**src/sv/extended_euclid_engine_core_assert.svh**
```systemverilog
// ---------------------------------------------------------------------------
// Assertion macros for the extended Euclid engine
// Concurrent checks on clk_i, with and without the reset qualifier.
// ---------------------------------------------------------------------------
`ifndef EXTENDED_EUCLID_ENGINE_CORE_ASSERT_SVH
`define EXTENDED_EUCLID_ENGINE_CORE_ASSERT_SVH

// checked only while out of reset
`define EEE_ASSERT(lbl, prop, msg) \
  lbl: assert property (@(posedge clk_i) disable iff (!rst_ni) prop) else $error(msg);

// checked at every edge, reset included
`define EEE_ASSERT_ALWAYS(lbl, prop, msg) \
  lbl: assert property (@(posedge clk_i) prop) else $error(msg);

`endif

```
**src/sv/eee_pkg.sv**
```systemverilog
// ---------------------------------------------------------------------------
// eee_pkg: extended Euclid engine package
// Microcode step codes, jump conditions, datapath operations and the
// read-only control store.
// ---------------------------------------------------------------------------
package eee_pkg;

  localparam int unsigned DATA_WIDTH_DEF = 32;

  typedef enum logic [2:0] {
    STEP_IDLE  = 3'd0,
    STEP_CHECK = 3'd1,
    STEP_DIV   = 3'd2,
    STEP_UPD   = 3'd3,
    STEP_FIN   = 3'd4
  } step_e;

  typedef enum logic [2:0] {
    COND_ALWAYS,
    COND_IN_VALID,
    COND_RC_ZERO,
    COND_DIV_LAST,
    COND_OUT_FREE
  } cond_e;

  typedef enum logic [2:0] {
    OP_NONE,
    OP_LOAD,
    OP_DIV_INIT,
    OP_DIV_STEP,
    OP_UPDATE,
    OP_EMIT
  } op_e;

  // hold: stay on this step when the condition is false
  // gate: the operation fires only when the condition is true
  typedef struct packed {
    cond_e cond;
    step_e jmp;
    logic  hold;
    logic  gate;
    op_e   op;
  } ctrl_t;

  function automatic ctrl_t ucode(step_e step);
    ctrl_t w;
    w = '{cond: COND_IN_VALID, jmp: STEP_CHECK, hold: 1'b1, gate: 1'b1, op: OP_LOAD};
    case (step)
      STEP_IDLE:
        w = '{cond: COND_IN_VALID, jmp: STEP_CHECK, hold: 1'b1, gate: 1'b1, op: OP_LOAD};
      STEP_CHECK:
        w = '{cond: COND_RC_ZERO, jmp: STEP_FIN, hold: 1'b0, gate: 1'b0, op: OP_DIV_INIT};
      STEP_DIV:
        w = '{cond: COND_DIV_LAST, jmp: STEP_UPD, hold: 1'b1, gate: 1'b0, op: OP_DIV_STEP};
      STEP_UPD:
        w = '{cond: COND_ALWAYS, jmp: STEP_CHECK, hold: 1'b0, gate: 1'b0, op: OP_UPDATE};
      STEP_FIN:
        w = '{cond: COND_OUT_FREE, jmp: STEP_IDLE, hold: 1'b1, gate: 1'b1, op: OP_EMIT};
      default: ;
    endcase
    return w;
  endfunction

endpackage

```
**src/sv/extended_euclid_engine_core.sv**
```systemverilog
// Throughput: one word at a time; the next word is taken once the result is registered.
// Each step runs on the shared restoring divider, which yields one quotient bit per cycle.
// Reset: rst_ni clears the step counter and output valid; no clearing pass.
// ---------------------------------------------------------------------------
// extended_euclid_engine_core
// Microcoded extended Euclid engine: gcd and Bezout coefficients of two
// signed words, truncating division, DATA_WIDTH+1 bit working precision.
// ---------------------------------------------------------------------------
`include "extended_euclid_engine_core_assert.svh"

module extended_euclid_engine_core #(
  parameter int unsigned DATA_WIDTH = eee_pkg::DATA_WIDTH_DEF
) (
  input  logic                         clk_i,
  input  logic                         rst_ni,
  input  logic                         in_valid_i,
  output logic                         in_ready_o,
  input  logic signed [DATA_WIDTH-1:0] first_value_i,
  input  logic signed [DATA_WIDTH-1:0] second_value_i,
  output logic                         out_valid_o,
  input  logic                         out_ready_i,
  output logic signed [DATA_WIDTH:0]   coef_first_o,
  output logic signed [DATA_WIDTH:0]   coef_second_o,
  output logic        [DATA_WIDTH-1:0] divisor_out_o
);

  localparam int unsigned W     = DATA_WIDTH;
  localparam int unsigned CNT_W = $clog2(DATA_WIDTH);
  localparam logic [CNT_W-1:0] CNT_LAST = CNT_W'(DATA_WIDTH - 1);

  eee_pkg::step_e step_q, step_d;
  eee_pkg::ctrl_t ctrl;
  logic           cond_ok;
  logic           fire;
  logic           out_valid_q, out_valid_d;

  logic signed [W:0] rp_q, rc_q, xp_q, xc_q, yp_q, yc_q;
  logic        [W:0] accx_q, accy_q;
  logic [W-1:0]      dvd_q, rem_q, dsr_q;
  logic [CNT_W-1:0]  cnt_q;

  logic signed [W:0] x_out_q, y_out_q;
  logic [W-1:0]      g_out_q;

  logic [W:0]        rp_abs, rc_abs;
  logic [W:0]        part, diff;
  logic              qbit;
  logic [W-1:0]      rem_nx;
  logic [W:0]        accx_nx, accy_nx;
  logic              qneg;
  logic signed [W:0] rem_signed;

  // control store and sequencer
  always_comb begin
    ctrl = eee_pkg::ucode(step_q);
    case (ctrl.cond)
      eee_pkg::COND_ALWAYS:   cond_ok = 1'b1;
      eee_pkg::COND_IN_VALID: cond_ok = in_valid_i;
      eee_pkg::COND_RC_ZERO:  cond_ok = (rc_q == '0);
      eee_pkg::COND_DIV_LAST: cond_ok = (cnt_q == CNT_LAST);
      eee_pkg::COND_OUT_FREE: cond_ok = !out_valid_q || out_ready_i;
      default:                cond_ok = 1'b0;
    endcase
    fire = ctrl.gate ? cond_ok : 1'b1;
    if (cond_ok) begin
      step_d = ctrl.jmp;
    end else if (ctrl.hold) begin
      step_d = step_q;
    end else begin
      step_d = eee_pkg::step_e'(step_q + 3'd1);
    end
    out_valid_d = out_valid_q;
    if (out_valid_q && out_ready_i) begin
      out_valid_d = 1'b0;
    end
    if (fire && ctrl.op == eee_pkg::OP_EMIT) begin
      out_valid_d = 1'b1;
    end
  end

  always_ff @(posedge clk_i or negedge rst_ni) begin
    if (!rst_ni) begin
      step_q      <= eee_pkg::STEP_IDLE;
      out_valid_q <= 1'b0;
    end else begin
      step_q      <= step_d;
      out_valid_q <= out_valid_d;
    end
  end

  // datapath
  always_comb begin
    rp_abs     = rp_q[W] ? -rp_q : rp_q;
    rc_abs     = rc_q[W] ? -rc_q : rc_q;
    part       = {rem_q, dvd_q[W-1]};
    diff       = part - {1'b0, dsr_q};
    qbit       = !diff[W];
    rem_nx     = qbit ? diff[W-1:0] : part[W-1:0];
    accx_nx    = {accx_q[W-1:0], 1'b0} + (qbit ? xc_q : '0);
    accy_nx    = {accy_q[W-1:0], 1'b0} + (qbit ? yc_q : '0);
    qneg       = rp_q[W] ^ rc_q[W];
    rem_signed = rp_q[W] ? -$signed({1'b0, rem_q}) : $signed({1'b0, rem_q});
  end

  always_ff @(posedge clk_i) begin
    if (fire) begin
      case (ctrl.op)
        eee_pkg::OP_LOAD: begin
          rp_q <= (W+1)'(first_value_i);
          rc_q <= (W+1)'(second_value_i);
          xp_q <= (W+1)'(1);
          xc_q <= '0;
          yp_q <= '0;
          yc_q <= (W+1)'(1);
        end
        eee_pkg::OP_DIV_INIT: begin
          dvd_q  <= rp_abs[W-1:0];
          dsr_q  <= rc_abs[W-1:0];
          rem_q  <= '0;
          accx_q <= '0;
          accy_q <= '0;
          cnt_q  <= '0;
        end
        eee_pkg::OP_DIV_STEP: begin
          rem_q  <= rem_nx;
          dvd_q  <= {dvd_q[W-2:0], qbit};
          accx_q <= accx_nx;
          accy_q <= accy_nx;
          cnt_q  <= cnt_q + 1'b1;
        end
        eee_pkg::OP_UPDATE: begin
          rp_q <= rc_q;
          rc_q <= rem_signed;
          xp_q <= xc_q;
          yp_q <= yc_q;
          xc_q <= qneg ? xp_q + $signed(accx_q) : xp_q - $signed(accx_q);
          yc_q <= qneg ? yp_q + $signed(accy_q) : yp_q - $signed(accy_q);
        end
        eee_pkg::OP_EMIT: begin
          x_out_q <= rp_q[W] ? -xp_q : xp_q;
          y_out_q <= rp_q[W] ? -yp_q : yp_q;
          g_out_q <= rp_abs[W-1:0];
        end
        default: ;
      endcase
    end
  end

  assign in_ready_o    = (step_q == eee_pkg::STEP_IDLE);
  assign out_valid_o   = out_valid_q;
  assign coef_first_o  = x_out_q;
  assign coef_second_o = y_out_q;
  assign divisor_out_o = g_out_q;

  `EEE_ASSERT(a_div_nonzero, (step_q == eee_pkg::STEP_DIV) |-> (rc_q != '0), "divide by zero")
  `EEE_ASSERT(a_accept_busy, (in_valid_i && in_ready_o) |=> !in_ready_o, "accept while busy")
  `EEE_ASSERT(a_emit_valid, (step_q == eee_pkg::STEP_FIN && (!out_valid_q || out_ready_i)) |=> out_valid_o, "result lost")
  `EEE_ASSERT_ALWAYS(a_reset_idle, !rst_ni |-> (!out_valid_o && in_ready_o), "reset state")

endmodule
```
**config.mk**
```make
export PLATFORM = sky130hd
export DESIGN_NAME = extended_euclid_engine_core
export DESIGN_NICKNAME = d
export VERILOG_FILES = /design/src/sv/eee_pkg.sv /design/src/sv/extended_euclid_engine_core.sv
export VERILOG_INCLUDE_DIRS = /design/src /design/src/sv
export SDC_FILE = /design/constraint.sdc
export NUM_CORES = 1
export LEC_CHECK = 0
export BUFFER_PORTS_ARGS = -buffer_cell sky130_fd_sc_hd__buf_2
export CAP_MARGIN = 20
export CORE_UTILIZATION = 40
export CTS_CLUSTER_SIZE = 30
export DETAILED_ROUTE_END_ITERATION = 8
export PLACE_DENSITY = 0.6
export SLEW_MARGIN = 20
export SYNTH_ARGS = -nofsm -noshare
export SYNTH_HDL_FRONTEND = slang
export SYNTH_SLANG_ARGS = --single-unit
```
**constraint.sdc**
```tcl
create_clock -name clk_i -period 6.3 [get_ports clk_i]
set_input_delay 1.26 -clock clk_i [delete_from_list [all_inputs] [get_ports clk_i]]
set_output_delay 1.26 -clock clk_i [all_outputs]
set_load 0.01 [all_outputs]
```
# Word level (Yosys, flattened, before mapping)
# Cells that the tools add are included.
# totals
output_inout_bits	100
regBits	467
in_bits	68
# op_classes
bitwise	1
n_addsub	14
n_mux	28
reduce_logical	15
eq_ne	15
# ops
op	count
$pmux 33 s2	8
$mux 33	7
$add 33x33->33	4
$pmux 32 s2	2
$mux 32	3
$neg 33->33	2
$sub 33x33->33	2
$neg 32->32	2
$pmux 11 s4	1
$logic_not 33->1	1
$neg 32->33	1
$sub 33x32->33	1
$eq 3x2->1 const B	6
$eq 3x3->1 const B	4
$pmux 5 s2	1
$eq 3x1->1 const B	3
$reduce_and 2->1	4
$logic_not 3->1	2
$mux 3	2
$reduce_bool 2->1	3
$add 5x1->5 const B	1
$eq 5x5->1 const B	1
$pmux 1 s5	1
$add 3x1->3 const B	1
other kinds (6)	10

# Depth between registers and ports, before layout
# Gate-level depths: netlist of the first run.
# logic_depth
word_depth	7
ltp_mapped	25
mapped_depth_nobuf	23

# Worst setup path after synthesis of the first run
# Ideal clock, no wire load.
# synth_path
path_type	input to register
from	in out_ready_i
to	reg step_q[0]
cell_stages	5
arrival_time_ps	7014
n_path_buf	0
setup_slack_ps	-796
cell_sequence	inv_1 a21oi_1 or4_2 nor2_1 a31oi_1
# synth_via
elab_chain_len	3
# synth_lines
element	line	rtl
start: declaration	extended_euclid_engine_core.sv:21	input logic out_ready_i,
$logic_or 1x1->1 *	extended_euclid_engine_core.sv:61	eee_pkg::COND_OUT_FREE: cond_ok = !out_valid_q || out_ready_i;
$pmux 1 s5 *	extended_euclid_engine_core.sv:56	case (ctrl.cond)
$ne 2x1->1 (no line) / $mux 3 (equally long branches)	n/a	
end signal: assignment	extended_euclid_engine_core.sv:83	step_q <= eee_pkg::STEP_IDLE;
end signal: assignment	extended_euclid_engine_core.sv:86	step_q <= step_d;
end: declaration	extended_euclid_engine_core.sv:31	eee_pkg::step_e step_q, step_d;
# Mark *: on every way between the ends. The rest lies on a longest branch, timed or not.
# A chain may end at the register's enable or synchronous reset.

# Final worst setup path of the first run
# layout_path
from	reg rem_q[8]
to	reg accy_q[27] (data pin)
# layout_via
elab_chain_len	4
# layout_lines
element	line	rtl
start: declaration	extended_euclid_engine_core.sv:39	logic [W-1:0] dvd_q, rem_q, dsr_q;
start signal: assignment	extended_euclid_engine_core.sv:125	rem_q <= rem_nx;
$sub 33x32->33	extended_euclid_engine_core.sv:96	diff = part - {1'b0, dsr_q};
$mux 33	extended_euclid_engine_core.sv:100	accy_nx = {accy_q[W-1:0], 1'b0} + (qbit ? yc_q : '0);
$add 33x33->33	extended_euclid_engine_core.sv:100	
$pmux 33 s2	extended_euclid_engine_core.sv:107	case (ctrl.op)
end signal: assignment	extended_euclid_engine_core.sv:128	accy_q <= accy_nx;
end: declaration	extended_euclid_engine_core.sv:38	logic [W:0] accx_q, accy_q;
# Every way passes these cells.

==> results by group, run 1 <==
Routing
  – Post-Route WL: 79500 microns
  – Mean number of vias per cell: 5.54
  – Via Count: 22700
  – DRC: 7
  – Initial DRC count: between 1500 and 2000
  – Pre-antenna DRT Iters: 7
  – Routed len/inst: roughly 19 microns
  – ANT nets after route: 0

Critical path
  – Critical Path RT: 6.66 ns
  – Slowest stage cell, crit path: edfxtp_1
  – Buf+Inv Stages, Crit Path: 0
  – Crit path DAT: 6.18 ns
  – Crit start category: flop
  – CP Max Fanout: 18
  – CP peak stage delay: slightly below 0.5 ns
  – Reg2reg path depth: 21
  – Critical path endpoint category: flop
  – R2R Path Start: rem_q[8]$_SDFFCE_PN0P_
  – CP cell instances: ha_1 > a211oi_1 > o21ai_1 > a22oi_1 > a31oi_2 > nor4_4 > or4_1 > nand3_4 > and2_1 > ha_1 > fa_1 > a21o_1 > a21o_1 > a21oi_1 > nor2_1 > a41oi_1 > o311ai_2 > a31oi_1 > o21ai_0 > xnor2_1 > nor2_1
  – Reg2Reg Capture Point: accy_q[27]$_SDFFCE_PN0P_
  – Flop2flop setup slack: 0.49 ns
  – Crit Path Category: flop to flop
  – Top cell family by delay on the critical path: compound AO/OA/AOI/OAI gates

Timing
  – Least-Margin Pin Slew: 1.03 ns
  – Max Slew Vio Count: 0
  – Setup TNS: 0 ns
  – Peak Freq: 172 MHz
  – Final min period: just under 6 ns
  – RSZ-0062 raised after global routing: false
  – Final setup fails: 0
  – Worst Skew: 0.0404 ns
  – Final Hold Fails: 0
  – Fin crit share: 92.3%
  – Slew headroom: 31.1%

Synth
  – Seq cells post-synth: between 400 and 500
  – Largest cells by area after synthesis: edfxtp_1, ha_1, xnor2_1
  – Synth top area share: 46.7%
  – Post-synth EDFFs: 463
  – Largest area contributor in the netlist: edfxtp_1
  – Syn Std Cell Area: 29700 sq um
  – Syn Area/Cell: 10.1 sq um
  – Synth async-reset ratio: 0.857%
  – Synth Flop Type: edfxtp_1
  – Syn Inst Count: 2958
  – Sequential area share after synthesis: between 40% and 50%
  – Syn_nets: 3203
  – Ys Warns: 0
  – Yosys cell types: between 70 and 80

Final layout
  – Layout Cells excl Fill: 4099
  – Final core utilization: 45.8%
  – Fin area: 33500 sq um
  – Diode count: 0
  – Synth-to-Final Area Change: 12.8%
  – Layout cells sized above 1: 10.3%
  – Final #Nets: 3342

GRT
  – Vias in the first global route: between 20000 and 25000
  – First-pass GRT wire length: 124000 microns
  – Total GRT Usage: 20.8%
  – Pin count of the biggest net entering global routing: 103
  – Overflow after GRT: 0
  – Initial antenna violation count: 1

Clocking
  – CTS tree: yes
  – Worst-path clk slew: roughly 0.060 ns
  – Num Clock Sinks: around 470
  – CTS Buffer Depth: 3
  – Hold buffers post-CTS: 0
  – H-tree levels: 2
  – Worst-Skew Late Latency: 0.64 ns
  – Root buf cell: clkbuf_16
  – Post-cts sizing count: 0
  – CTS buffer count: 55
  – Post-CTS Setup Repair Bufs: 0

Floorplanning
  – Std-Cell Core Area: 73200 sq um
  – Die Width: 275 microns
  – Die H: 275 microns
  – # IOs: 168
  – Die area: between 70000 and 80000 sq um
  – Rows: 99
  – Initial Utilization: 40.6%

Flow run
  – # Max-Cap Violations: 0

Placed design
  – Port bufs: 167
  – Post-DP Area: 31700 sq um
  – # placed instances: 3999
  – Final HPWL DP: 58300 microns
  – Gp weighted congestion: 0.944

Hold path
  – Min-delay worst type: input port to asynchronous set/reset pin

Outcome
  – Status: finished, violations left
  – Failing checks: design-rule violations
-- per-stage QoR --
stage	setup slack, ns	hold WS, ns
floorplan	1.03	0.457
global placement	0.211	0.494
detailed placement	0.170	0.506
CTS	0.161	0.441
global route	0.0750	0.449
finish	0.486	0.488
-- cells by family after synthesis --
kind of cell | count (synthesis) | synth area share, %
fa+ha+maj | 177 | 7.57
mux | 7 | 0.240
xor+xnor | 361 | 10.6
flops | 467 | 47.1
compound gates | 718 | 15.5
simple gates | 1019 | 16.3
buf+inv | 209 | 2.69
-- layout make-up --
class                           count  area [sq um]
Clock buffer                       63          1410
Fill cell                        6828         39700
Timing Repair Buffer              194          1050
Sequential cell                   467         14000
Tap cell                          959          1200
Multi-Input combinational cell   2282         15100
Clock inverter                     37           422
Inverter                           97           364
-- Yosys cell counts (32+ instances only) --
library cell	number
or3_1	38
and3_1	93
a21o_1	121
o21ai_0	184
nand3_1	32
inv_1	97
ha_1	172
nand2b_1	32
xor2_1	122
edfxtp_1	463
a21oi_1	163
and2_1	68
xnor2_1	239
nand2_1	331
nor2_1	304
clkbuf_1	101
o31ai_1	56
-- how the worst max path moves through the flow --
stage,start,endpoint,cells after the start
floorplan,dvd_q[31]$_DFFE_PP_,accx_q[31]$_SDFFCE_PN0P_,25
global placement,rem_q[8]$_SDFFCE_PN0P_,accx_q[31]$_SDFFCE_PN0P_,21
detailed placement,rem_q[8]$_SDFFCE_PN0P_,accx_q[31]$_SDFFCE_PN0P_,21
CTS,rem_q[8]$_SDFFCE_PN0P_,accx_q[31]$_SDFFCE_PN0P_,21
global route,rem_q[8]$_SDFFCE_PN0P_,accy_q[27]$_SDFFCE_PN0P_,21
finish,rem_q[8]$_SDFFCE_PN0P_,accy_q[27]$_SDFFCE_PN0P_,21
-- placed cells by master (no fill, tap or decap), types with 11 or more instances in the layout --
master	n
o21ai_1	12
nand2_1	329
nor2b_1	11
a211oi_1	13
or4_1	26
nand2b_1	32
clkbuf_16	55
nor2_1	304
nand3_1	31
a21oi_1	161
o21ai_0	184
o31ai_1	54
a21o_1	121
and3_1	92
a31oi_1	24
edfxtp_1	463
and2_1	67
nand4_1	13
xor2_1	121
inv_1	97
ha_1	171
nor3_1	29
buf_2	167
o21a_1	22
or3_1	38
xnor2_1	238
o21bai_1	26
buf_4	26
o41ai_1	24
-- registers in the layout, indices dropped and copies added (netlist names), 5 cells and up --
| signal | flops |
|---|---|
| accx_q | 33 |
| rem_q | 32 |
| xc_q | 33 |
| rc_q | 33 |
| coef_second_o | 33 |
| divisor_out_o | 32 |
| xp_q | 33 |
| yc_q | 33 |
| dvd_q | 32 |
| dsr_q | 32 |
| rp_q | 33 |
| yp_q | 33 |
| cnt_q | 5 |
| accy_q | 33 |
| coef_first_o | 33 |
-- layer usage --
metal | share of wire [%] | GRT usage (%) | wire length, microns
met1 | 47 | 29.6 | 37400
met2 | 46 | 33.7 | 36400
met3 | 5.6 | 2.85 | 4460
met4 | 1.6 | 4.05 | 1280
met5 | 0.015 | 0 | 12
Power of run 1 is not shown: default switching activity piles up to over one toggle a cycle in this logic, so the estimate is an artifact.
==> run 2, diff against run 1 <==
Settings changed: CORE_UTILIZATION 40 to 50, PLACE_DENSITY 0.6 to 0.72.
==> run 2 against run 1 <==
The flow now finishes without violations; core utilization grew 11 points; hold slack lost 0.019 ns; flip-flop and latch count is the same; routed wire length down 5.3%.
==> results by group, run 2 (synthesized netlist as in run 1, its figures left out) <==
Timing
  – Fin crit share: 93.3% (+0.98 points)
  – Setup ws final: 0.425 ns (-0.0617 ns)
  – Worst Skew: 0.0308 ns (-0.00958 ns)
  – Least-Margin Pin Slew: 0.937 ns (-0.0947 ns)
  – Max Slew Vio Count: 0 (unchanged)
  – Setup TNS: 0 ns (unchanged)
  – Final min period: 5.88 ns (+0.0617 ns)
  – Final Hold Slack: 0.468 ns (-0.0195 ns)
  – Final setup fails: 0 (unchanged)
  – RSZ-0062 raised after global routing: false
  – Slew headroom: 37.6% (+6.5 points)
  – Peak Freq: 170 MHz (-1.0%)
  – Final Hold Fails: 0 (unchanged)

Critical path
  – Crit Path Category: flop to flop
  – Flop2flop setup slack: 0.42 ns (-0.06 ns)
  – Reg2reg path depth: 23 (+9.5%)
  – Reg2Reg Capture Point: accx_q[26]$_SDFFCE_PN0P_
  – Critical path endpoint category: flop
  – Critical Path RT: 6.62 ns (-0.04 ns)
  – Crit path DAT: 6.20 ns (+0.02 ns)
  – Crit start category: flop
  – R2R Path Start: rem_q[0]$_SDFFCE_PN0P_
  – CP Max Fanout: 27 (+9)

Floorplanning
  – # IOs: 168 (unchanged)
  – Initial Utilization: 50.5% (+9.9 points)
  – Std-Cell Core Area: 58900 sq um (-20%)
  – Die Width: 246 microns (-10%)
  – Die area: 60500 sq um (-20%)
  – Die H: 246 microns (-10%)
  – Rows: 89 (-10%)

Final layout
  – Synth-to-Final Area Change: 11.9%
  – Layout cells sized above 1: 10.2% (-0.038 points)
  – Commonest non-fill, non-tap cell in the layout: edfxtp_1
  – Fin area: 33300 sq um (-0.77%)
  – Final #Nets: 3345 (+0.090%)
  – Most frequent cells in the layout: edfxtp_1, nand2_1, nor2_1
  – Diode count: 0 (unchanged)

Clocking
  – Root buf cell: clkbuf_16
  – Num Clock Sinks: 467 (unchanged)
  – Worst-Skew Late Latency: 0.62 ns (-0.02 ns)
  – CTS tree: yes
  – CTS Buffer Depth: 3 (unchanged)
  – H-tree levels: 2 (unchanged)
  – CTS buffer count: 51 (-7.3%)
  – Worst-path clk slew: 0.06 ns (about the same)
  – Hold buffers post-CTS: 0 (unchanged)

Routing
  – Post-Route WL: 75300 microns (-5.3%)
  – DRC: 0 (-7)
  – Pre-antenna DRT Iters: 6 (-1)
  – Mean number of vias per cell: 5.91 (+6.7%)
  – Routed length on met1: 33300 microns (-11%)
  – Via Count: 23200 (+1.9%)
  – ANT nets after route: 0 (unchanged)
  – Routed len/inst: 19.2 microns (-0.87%)
  – Metal2 WL: 34800 microns (-4.2%)
  – Top sig layer: met5
  – WL met3: 5190 microns (+16%)
  – Initial DRC count: 2034 (+3.8%)

Placed design
  – Gp weighted congestion: 0.963 (+2.1%)
  – Final HPWL DP: 54700 microns (-6.3%)
  – Post-DP Area: 31500 sq um (-0.59%)
  – Port bufs: 167 (unchanged)
  – Dpl ws: 0.257 ns (+0.0868 ns)

GRT
  – First-pass GRT wire length: 118000 microns (-4.4%)
  – Vias in the first global route: 22100 (-0.11%)
  – Initial antenna violation count: 1 (unchanged)
  – Total GRT Usage: 24.6% (+3.8 points)
  – Pin count of the biggest net entering global routing: 76 (-26%)
  – Overflow after GRT: 0 (unchanged)

Outcome
  – Status: finished, final reports clean

Flow run
  – # Max-Cap Violations: 0 (unchanged)

Hold path
  – Min-delay worst type: input port to asynchronous set/reset pin
[run 2: cell types whose count changed in the layout (fill, tap and decap cells not counted), sizes merged]
cell and delta:
inv -2, buf +7, clkinvlp -3, clkbuf -2, bufinv +2
[run 2: timing repair]
action	in CTS	in global routing
endpoints found under the hold margin	0	0
resized for setup	0	4
buffers inserted	0	4
setup endpoints to repair	0	10
[run 2: worst max-delay path by stage]
stage / from / cells after the start / to
floorplan: dvd_q[31]$_DFFE_PP_ / 25 / accx_q[31]$_SDFFCE_PN0P_
global placement: dvd_q[31]$_DFFE_PP_ / 22 / accy_q[30]$_SDFFCE_PN0P_
detailed placement: rem_q[0]$_SDFFCE_PN0P_ / 21 / accy_q[30]$_SDFFCE_PN0P_
CTS: rem_q[0]$_SDFFCE_PN0P_ / 21 / accy_q[26]$_SDFFCE_PN0P_
global route: rem_q[0]$_SDFFCE_PN0P_ / 23 / accx_q[26]$_SDFFCE_PN0P_
finish: rem_q[0]$_SDFFCE_PN0P_ / 23 / accx_q[26]$_SDFFCE_PN0P_
[run 2: layout make-up]
| class | count | area (sq um) |
|---|---|---|
| fill | 4975 | 25600 |
| multi-input combinational | 2282 | 15000 |
| sequential | 467 | 14000 |
| clock buffer | 61 | 1340 |
| timing repair buffer | 201 | 1170 |
| tap | 773 | 967 |
| clock inverter | 34 | 394 |
| inverter | 97 | 364 |
[run 2: critical path, cell delays in order (launching register included)]
cell and delay [ns]:
edfxtp_1 0.41, inv_1 0.13, fa_1 0.50, nor2b_1 0.19, o31a_2 0.20, o211ai_2 0.14
a31oi_2 0.29, nor4_2 0.11, or4_1 0.59, nand3_4 0.22, buf_4 0.28, and2_1 0.18
ha_1 0.30, a2111oi_0 0.43, inv_1 0.12, a2bb2oi_1 0.16, o211ai_1 0.10, buf_4 0.17
o21ai_0 0.11, a221o_1 0.31, a21oi_1 0.28, o21bai_1 0.14, xnor2_1 0.17, nor2_1 0.06
[run 2: stage by stage]
stage	cells	utilization, %
after global placement	3815	53.4
final	3915	56.5
after detailed placement	3815	53.4
after CTS	3910	56.3
after floorplan	2958	-
after global routing	3915	56.5
[run 2: routing by layer]
layer  track usage (%)  vias up
met5                 0        -
met4              7.18        2
met3              3.34      116
met2              40.0      812
met1              34.2    11200
li1                  -    11000
Power of run 2 is left out for the same reason.
==> run 3, diff against run 2 <==
Settings changed: PLACE_DENSITY 0.72 to 0.7, RECOVER_POWER set to 50.
==> run 3 against run 2 <==
The flow now finishes with violations (max-capacitance violations, max-slew violations); maximum frequency is 1.6% lower; core utilization is 0.59 points lower; cell count is 0.13% lower; clock skew is 0.0066 ns higher; count of clock-buffer cells in the layout is 8 higher; routed wire length is 0.88% higher; register-to-register slack worse by 0.097 ns; critical path depth is 2 lower; flip-flop and latch count stayed put; critical endpoint is now accy_q[29]$_SDFFCE_PN0P_.
==> results by group, run 3 (synthesized netlist as in run 1, its figures left out) <==
Clocking
  – H-tree levels: 2 (unchanged)
  – Hold buffers post-CTS: 0 (unchanged)
  – Worst-path clk slew: 0.06 ns (about the same)
  – CTS buffer count: 54 (+5.9%)
  – Worst-Skew Late Latency: 0.62 ns (about the same)
  – CTS Buffer Depth: 3 (unchanged)
  – CTS tree: yes
  – Root buf cell: clkbuf_16
  – Num Clock Sinks: 467 (unchanged)

Timing
  – Max Slew Vio Count: 604 (+604)
  – RSZ-0062 raised after global routing: false
  – Least-Margin Pin Slew: 3.68 ns (+2.74 ns)
  – Fin crit share: 94.8% (+1.5 points)
  – Peak Freq: 167 MHz (-1.6%)
  – Worst Skew: 0.0374 ns (+0.00659 ns)
  – Slew headroom: -145% (-180 points)
  – Setup ws final: 0.328 ns (-0.0966 ns)
  – Final Hold Fails: 0 (unchanged)
  – Final setup fails: 0 (unchanged)
  – Final Hold Slack: 0.469 ns (+0.000917 ns)
  – Setup TNS: 0 ns (unchanged)
  – Final min period: 5.97 ns (+0.0966 ns)

Floorplanning
  – Std-Cell Core Area: 58900 sq um (unchanged)
  – # IOs: 168 (unchanged)
  – Die area: 60500 sq um (unchanged)
  – Rows: 89 (unchanged)
  – Die H: 246 microns (unchanged)
  – Die Width: 246 microns (unchanged)
  – Initial Utilization: 50.5% (unchanged)

Outcome
  – Failing checks: max-capacitance violations, max-slew violations
  – Status: finished, violations left

GRT
  – Initial antenna violation count: 2 (+1)
  – Grt met1 use: 35.6% (+1.4 points)
  – Pin count of the biggest net entering global routing: 91 (+20%)
  – Overflow after GRT: 0 (unchanged)
  – Met3 usage: 3.11% (-0.23 points)
  – Total GRT Usage: 24.7% (+0.069 points)
  – First-pass GRT wire length: 118000 microns (-0.28%)
  – Met2 Use GR: 39.1% (-0.92 points)
  – Vias in the first global route: 21700 (-2.0%)
  – Gr busiest metal: met2

Routing
  – Pre-antenna DRT Iters: 5 (-1)
  – DRC: 0 (unchanged)
  – Initial DRC count: 2029 (-0.25%)
  – Routed len/inst: 19.4 microns (+1.0%)
  – ANT nets after route: 0 (unchanged)
  – Post-Route WL: 76000 microns (+0.88%)
  – Via Count: 22900 (-0.87%)
  – Mean number of vias per cell: 5.87 (-0.75%)

Placed design
  – Port bufs: 167 (unchanged)
  – Final HPWL DP: 54700 microns (about the same)
  – Dpl ws: 0.287 ns (+0.0302 ns)
  – Gp weighted congestion: 0.927 (-3.8%)

Critical path
  – Slowest stage cell, crit path: o311ai_2
  – Crit start category: flop
  – CP cell instances: ha_1 > nor2b_1 > o31a_2 > o211ai_2 > a31oi_2 > nor4_2 > or4_1 > nand3_2 > buf_4 > and2_1 > ha_1 > a21o_1 > a21o_1 > a21oi_1 > nor2_1 > a41oi_1 > o311ai_2 > nand2_1 > o21a_1 > o311ai_0 > o41ai_1
  – Crit Path Category: flop to flop
  – CP Max Fanout: 25 (-7.4%)
  – Crit path DAT: 6.30 ns (+0.10 ns)
  – Top cell family by delay on the critical path: compound AO/OA/AOI/OAI gates
  – Critical path endpoint category: flop
  – CP peak stage delay: 0.55 ns (-0.04 ns)
  – Critical Path RT: 6.62 ns (about the same)
  – Buf+Inv Stages, Crit Path: 1 (-3)

Final layout
  – Final core utilization: 55.9% (-0.59 points)
  – Commonest non-fill, non-tap cell in the layout: edfxtp_1
  – Synth-to-Final Area Change: 10.7%
  – Most frequent cells in the layout: edfxtp_1, nand2_1, nor2_1
  – Final #Nets: 3341 (-0.12%)
  – Layout cells sized above 1: 6.16% (-4.1 points)
  – Fill cells: 5121 (+2.9%)

Hold path
  – Min-delay worst type: input port to asynchronous set/reset pin

Flow run
  – # Max-Cap Violations: 11 (+11)
-- run 3: cell count changes in the layout (fill, tap and decap cells not counted), moves of 3 or more --
cell       delta
buf_2       -101
o31ai_1       +3
buf_4        -11
clkinv_2      -5
buf_12        -3
bufinv_16     -3
clkbuf_1    +112
clkbuf_16     +3
-- run 3: per-stage QoR --
| stage | std cells | cell area (sq um) |
|---|---|---|
| after floorplan | 2958 | 29700 |
| after global placement | 3811 | 31400 |
| after detailed placement | 3811 | 31400 |
| after CTS | 3906 | 33100 |
| after global routing | 3908 | 32900 |
| final | 3910 | 32900 |
-- run 3: worst paths after layout --
path	start	endpoint	slack, ns	cells after the start
min reg2reg	dvd_q[28]$_DFFE_PP_	dvd_q[29]$_DFFE_PP_	0.52	2
max in group asynchronous	rst_ni	step_q[1]$_DFFE_PN0P_	5.62	1
max	rem_q[1]$_SDFFCE_PN0P_	accy_q[29]$_SDFFCE_PN0P_	0.33	21
min	rst_ni	step_q[0]$_DFFE_PN0P_	0.47	1
min in group clk_i	dvd_q[28]$_DFFE_PP_	dvd_q[29]$_DFFE_PP_	0.52	2
max reg2reg	rem_q[1]$_SDFFCE_PN0P_	accy_q[29]$_SDFFCE_PN0P_	0.33	21
-- run 3: worst reg2reg max path, delay by kind of cell (launching register included) --
family          cells  cell delay [ns]
fa+ha+maj           2             0.70
simple gates        7             1.55
flops               1             0.46
compound gates     11             2.62
buf+inv             1             0.33
-- run 3: repair_timing --
item                       4_1_cts  5_1_grt
gates resized for setup          0        3
hold endpoints to repair         0        0
setup buffers                    0        2
setup endpoints to repair        0        8
-- run 3: final cells by class --
| type | instances | area [sq um] | share of cell area [%] |
|---|---|---|---|
| tap | 773 | 967 | 2.94 |
| inverter | 97 | 364 | 1.11 |
| sequential | 467 | 14000 | 42.5 |
| clock buffer | 69 | 1430 | 4.34 |
| multi-input combinational | 2282 | 15000 | 45.5 |
| timing repair buffer | 194 | 910 | 2.76 |
| antenna | 2 | 5.00 | 0.0152 |
| clock inverter | 26 | 284 | 0.862 |
-- run 3: metal layers --
metal  part of all wire [%]  up-vias  routed length (microns)
li1                       -    11000                        -
met1                     46    11100                    34800
met2                     45      732                    34400
met3                    6.7      105                     5110
met4                    2.2        0                     1670
met5                      0        -                        0
Power of run 3 is left out for the same reason.
